### src/hdl/mcftm_pkg.sv
// Package for the multi-channel frame timestamp matcher.
// Shared types, request codes, limits and controller/datapath command structs.
`default_nettype none
package mcftm_pkg;

    localparam int CHANNELS_DEF    = 4;
    localparam int HISTORY_MAX_DEF = 16;

    localparam int TS_W   = 48;
    localparam int CNT_W  = 32;
    localparam int MEAN_W = 64;
    localparam int DEPTH_W = 5;
    localparam int CFG_IDX_W = 2;
    localparam int CFG_DATA_W = 48;

    localparam logic [CNT_W-1:0] SAT32 = '1;

    typedef enum logic [1:0] {
        REQ_PUSH_IR  = 2'd0,
        REQ_PUSH_REF = 2'd1,
        REQ_SET_LINK = 2'd2,
        REQ_MATCH    = 2'd3
    } req_t;

    typedef enum logic [1:0] {
        CFG_HISTORY_DEPTH   = 2'd0,
        CFG_STALE_TIMEOUT   = 2'd1,
        CFG_MATCH_TOLERANCE = 2'd2
    } cfg_idx_t;

    // Controller -> datapath commands
    typedef struct packed {
        logic do_push;      // write stamp and update channel state
        logic do_ref;       // record reference receive time
        logic do_link;      // update link flag
        logic ch_load;      // start of channel evaluation: latch status
        logic scan_rd;      // issue history read for current scan index
        logic scan_cmp;     // compare returned stamp against best
        logic upd;          // update counters, start mean division
        logic div_step;     // one restoring division step
        logic commit;       // write mean, drive result strobe
    } dp_cmd_t;

    // Datapath -> controller status
    typedef struct packed {
        logic active;       // current channel is connected with stamps
        logic used;         // best match within tolerance
        logic scan_last;    // current scan index is the last stored stamp
        logic div_last;     // final division step
    } dp_stat_t;

endpackage : mcftm_pkg
`default_nettype wire

### src/hdl/mcftm_ctrl.sv
// Controller state machine for the timestamp matcher.
// Depends on mcftm_pkg; sequences the datapath through commands and status.
`default_nettype none
module mcftm_ctrl
    import mcftm_pkg::*;
#(
    parameter int CHANNELS = CHANNELS_DEF
) (
    input  wire logic     clk,
    input  wire logic     rst_n,
    input  wire logic     start,
    input  wire logic [1:0] req_type,
    output logic          busy,
    output dp_cmd_t       cmd,
    input  wire dp_stat_t stat,
    output logic [((CHANNELS > 1) ? $clog2(CHANNELS) : 1)-1:0] ch_idx,
    output logic          last_ch
);
    localparam int CH_W = (CHANNELS > 1) ? $clog2(CHANNELS) : 1;

    typedef enum logic [7:0] {
        S_IDLE  = 8'b0000_0001,
        S_LOAD  = 8'b0000_0010,
        S_READ  = 8'b0000_0100,
        S_CMP   = 8'b0000_1000,
        S_UPD   = 8'b0001_0000,
        S_DIV   = 8'b0010_0000,
        S_EMIT  = 8'b0100_0000,
        S_NEXT  = 8'b1000_0000
    } state_t;

    state_t state_reg, state_next;
    logic [CH_W-1:0] ch_reg, ch_next;

    assign busy    = (state_reg != S_IDLE);
    assign ch_idx  = ch_reg;
    assign last_ch = (32'(ch_reg) == CHANNELS - 1);

    always_comb
    begin
        state_next = state_reg;
        ch_next    = ch_reg;
        cmd        = '0;
        case (state_reg)
            S_IDLE:
            begin
                if (start)
                begin
                    case (req_type)
                        REQ_PUSH_IR:  cmd.do_push = 1'b1;
                        REQ_PUSH_REF: cmd.do_ref  = 1'b1;
                        REQ_SET_LINK: cmd.do_link = 1'b1;
                        default:
                        begin
                            ch_next    = '0;
                            state_next = S_LOAD;
                        end
                    endcase
                end
            end
            S_LOAD:
            begin
                cmd.ch_load = 1'b1;
                state_next  = S_READ;
            end
            S_READ:
            begin
                if (stat.active)
                begin
                    cmd.scan_rd = 1'b1;
                    state_next  = S_CMP;
                end
                else
                begin
                    state_next = S_UPD;
                end
            end
            S_CMP:
            begin
                cmd.scan_cmp = 1'b1;
                state_next   = stat.scan_last ? S_UPD : S_READ;
            end
            S_UPD:
            begin
                cmd.upd    = 1'b1;
                state_next = (stat.active && stat.used) ? S_DIV : S_EMIT;
            end
            S_DIV:
            begin
                cmd.div_step = 1'b1;
                if (stat.div_last)
                begin
                    state_next = S_EMIT;
                end
            end
            S_EMIT:
            begin
                cmd.commit = 1'b1;
                state_next = last_ch ? S_IDLE : S_NEXT;
            end
            S_NEXT:
            begin
                ch_next    = ch_reg + 1'b1;
                state_next = S_LOAD;
            end
            default: state_next = S_IDLE;
        endcase
    end

    always_ff @(posedge clk or negedge rst_n)
    begin
        if (!rst_n)
        begin
            state_reg <= S_IDLE;
            ch_reg    <= '0;
        end
        else
        begin
            state_reg <= state_next;
            ch_reg    <= ch_next;
        end
    end

    a_onehot: assert property (@(posedge clk) disable iff (!rst_n) $onehot(state_reg))
        else $error("state not one-hot");
    a_commit_idle: assert property (@(posedge clk) disable iff (!rst_n)
        cmd.commit && last_ch |=> state_reg == S_IDLE)
        else $error("no return to idle after last channel");
    a_start_busy: assert property (@(posedge clk) disable iff (!rst_n)
        start && !busy && req_type == REQ_MATCH |=> state_reg == S_LOAD)
        else $error("match not started");
endmodule : mcftm_ctrl
`default_nettype wire

### config.mk
export PLATFORM = sky130hd
export DESIGN_NAME = mcftm_ctrl
export DESIGN_NICKNAME = d
export VERILOG_FILES = /design/src/hdl/mcftm_pkg.sv /design/src/hdl/mcftm_ctrl.sv
export SDC_FILE = /design/constraint.sdc
export NUM_CORES = 1
export LEC_CHECK = 0
export ABC_AREA = 1
export BUFFER_PORTS_ARGS = -buffer_cell sky130_fd_sc_hd__buf_4
export CAP_MARGIN = 20
export CORE_UTILIZATION = 47
export CTS_CLUSTER_SIZE = 30
export DETAILED_ROUTE_END_ITERATION = 10
export HOLD_SLACK_MARGIN = 0.02
export PLACE_DENSITY = 0.76
export RECOVER_POWER = 100
export SYNTH_ARGS = -nofsm -noshare
export SYNTH_HDL_FRONTEND = slang
export SYNTH_SLANG_ARGS = --single-unit
### constraint.sdc
create_clock -name clk -period 1.4 [get_ports clk]
set_input_delay 0.28 -clock clk [delete_from_list [all_inputs] [get_ports clk]]
set_output_delay 0.28 -clock clk [all_outputs]
set_load 0.005 [all_outputs]
==> flow_metrics.tcl <==
set metrics [dict create \
    outcome "finished with violations" \
    violations "setup timing" \
    dr.pass1.iters 4 \
    rrSetupSlack_ps -150 \
    vias_per_cell 5.201 \
    fin_worst_skew_ps 3.754 \
    synthCells 95 \
    crit_type "flop to primary output" \
    fin_cells 154 \
    fillCellCount 67 \
    p_leak_nw 0.6278 \
    multi_input_area_um2 356.6 \
    row_count 12 \
    whs_ps 196.8 \
    r2r_start "state_reg[0]" \
    tns_ps -2933 \
    fp.coreArea_mm2 0.001186 \
    routed_wl_um 2237 \
    grt_pass1_vias 691 \
    cts_tree "done" \
    synth_ff_type "dfrtp_1" \
    post-route-period-util 1.245 \
    stdcell_area_mm2 0.001047 \
    insertion_delay_ps 280 \
    synth.area.top_cells "dfrtp_1, nand2_1, nor2_1" \
    drtIter0Drc 38 \
    regArea_um2 251.5 \
    cts_buffer_depth 2 \
    hold_class "input pin to flop" \
    drc 0 \
    fmax_ghz 0.5736 \
    ioPinCount 22 \
    largest_reg_flops 8 \
    synth_edf_count 0 \
    critPathLaunchType "flop" \
    ys_warn_count 0 \
    yosys.area.top_type_share 0.3536 \
    synth_most_common_cell "nand2_1" \
    cts-root-buf "clkbuf_4" \
    power_density_mw_per_mm2 1391 \
    synth_area_leader_cell "dfrtp_1" \
    clock_sinks 10 \
    place_area_um2 849.6 \
    netlist_area_um2 636.9 \
    grt_max_degree 11 \
    cp_max_fo 3 \
    port_buffers 21 \
    relSlewSlack 0.6101 \
    r2r_cells 11 \
    die_x_um 38.81 \
    synth_cell_type_count 20 \
    reg2reg_to "state_reg[0]" \
    dieArea_mm2 0.001506 \
    drive_gt1_frac 0.5143 \
    hold_path_end "state_reg[2]" \
    syn_nets 105 \
    grt_setup_unrepaired "true" \
    dp_slack_ps -12.53 \
    synthTopCellsByCount "nand2_1, nor2_1, inv_1" \
    whs_path_depth 2 \
    dp_hpwl_um 1259 \
    grt-ovfl-total 0 \
    worst_slack_ps -343.4 \
    gp_congestion 0.7649 \
    yosysSeqAreaShare 0.3949 \
    irDropWorstVdd_mv 0.8129 \
    initial_core_util 0.5369 \
    synth-seq-cells 10 \
    ant_nets 0 \
    wire_per_inst_um 14.53 \
    worst_ep_arrival_time_ps 1460 \
    htreeDepth 1 \
    endpoint_kind "primary output" \
    path_clk_slew_ps 80 \
    synthArstFlopShare 1.000 \
    cts_made_buffers 3 \
    dp.cells 135 \
    synthToLayoutAreaGrowth_pct 64.44 \
    hold_viol_final 0 \
    antenna_found_initial 0 \
    avgSynthCellArea_um2 6.704 \
    worstMarginPinSlew_ps 584.9 \
    die_h_um 38.81 \
    vias 801 \
    timing.final.crit_period_ps 1743 \
    grt_use_total 0.3035 \
    max_cap_viol_count 0 \
    grt_pass1_wl_um 2932 \
    min_from "stat[1]" \
    drv_slew 0 \
    diodes 0 \
    finalSetupViolations 16 \
    layout.nets 151 \
    crit_required_ps 1120 \
]
==> metal layers <==
metal,track usage,part of all wire,wire [um],vias to the layer above
met5,0,0,0,-
li1,-,-,-,374
met2,0.5208,0.54,1197,37
met4,0.1034,0.016,35,0
met1,0.3561,0.38,851,383
met3,0.08671,0.068,153,7
==> critical path, cell delays in order (launching register included) <==
cell     delay (ps)
dfstp_2         550
nand2_2          60
nor2_4          110
nand2_2          80
buf_4           140
buf_6           110
buf_4           130
==> report_power, final <==
| group | total, mW | switching [mW] | internal [mW] |
|---|---|---|---|
| Combinational | 0.813 | 0.435 | 0.377 |
| Clock | 0.281 | 0.123 | 0.158 |
| Sequential | 0.363 | 0.0271 | 0.336 |
==> per-stage QoR <==
| stage | util | total power, mW |
|---|---|---|
| 2_1_floorplan | - | 0.6978 |
| 3_3_place_gp | 0.7162 | 0.9136 |
| 3_5_place_dp | 0.7162 | 0.9294 |
| 4_1_cts | 0.8143 | 1.254 |
| 5_1_grt | 0.8829 | 1.540 |
| 6_report | 0.8829 | 1.457 |
==> layout by cell type, fill, tap and decap left out, drive strengths merged <==
| cell type | count |
|---|---|
| buf | 38 |
| or2 | 1 |
| dfrtp | 9 |
| nand4 | 1 |
| nor2 | 21 |
| a21oi | 1 |
| nand3b | 1 |
| o21ai | 4 |
| dlygate4sd3 | 1 |
| ha | 1 |
| nand3 | 4 |
| clkinv | 1 |
| nand2 | 33 |
| dfstp | 1 |
| inv | 17 |
| clkbuf | 6 |
==> what timing repair did <==
| action | CTS | global route |
|---|---|---|
| hold endpoints to repair | 9 | 0 |
| hold buffers | 1 | 0 |
| pin swaps | 6 | 10 |
| setup endpoints to repair | 11 | 16 |
| setup buffers | 8 | 6 |
| gates resized for setup | 5 | 14 |
==> layout make-up <==
class                           count  share of cell area
Clock buffer                        4             0.03465
Inverter                           18             0.06810
Tap cell                           14             0.01673
Multi-Input combinational cell     67              0.3405
Timing Repair Buffer               41              0.2999
Sequential cell                    10              0.2401
==> cells by family (layout without fill, tap and decap cells) <==
group | count (synthesis) | count (layout) | share of synthesized area
compound gates | 5 | 5 | 0.04517
fa+ha+maj | 1 | 1 | 0.01964
simple gates | 61 | 61 | 0.4283
buf+inv | 18 | 63 | 0.1120
flops | 10 | 10 | 0.3949
==> worst max path at each step <==
stage	startpoint	to	slack, ps
floorplan	state_reg[0]	cmd[6]	90
global placement	state_reg[6]	cmd[8]	30
detailed placement	state_reg[6]	cmd[8]	-10
CTS	state_reg[0]	cmd[8]	-290
global route	state_reg[0]	cmd[6]	-450
finish	state_reg[0]	busy	-340
Power figures use the tool's default switching activity.
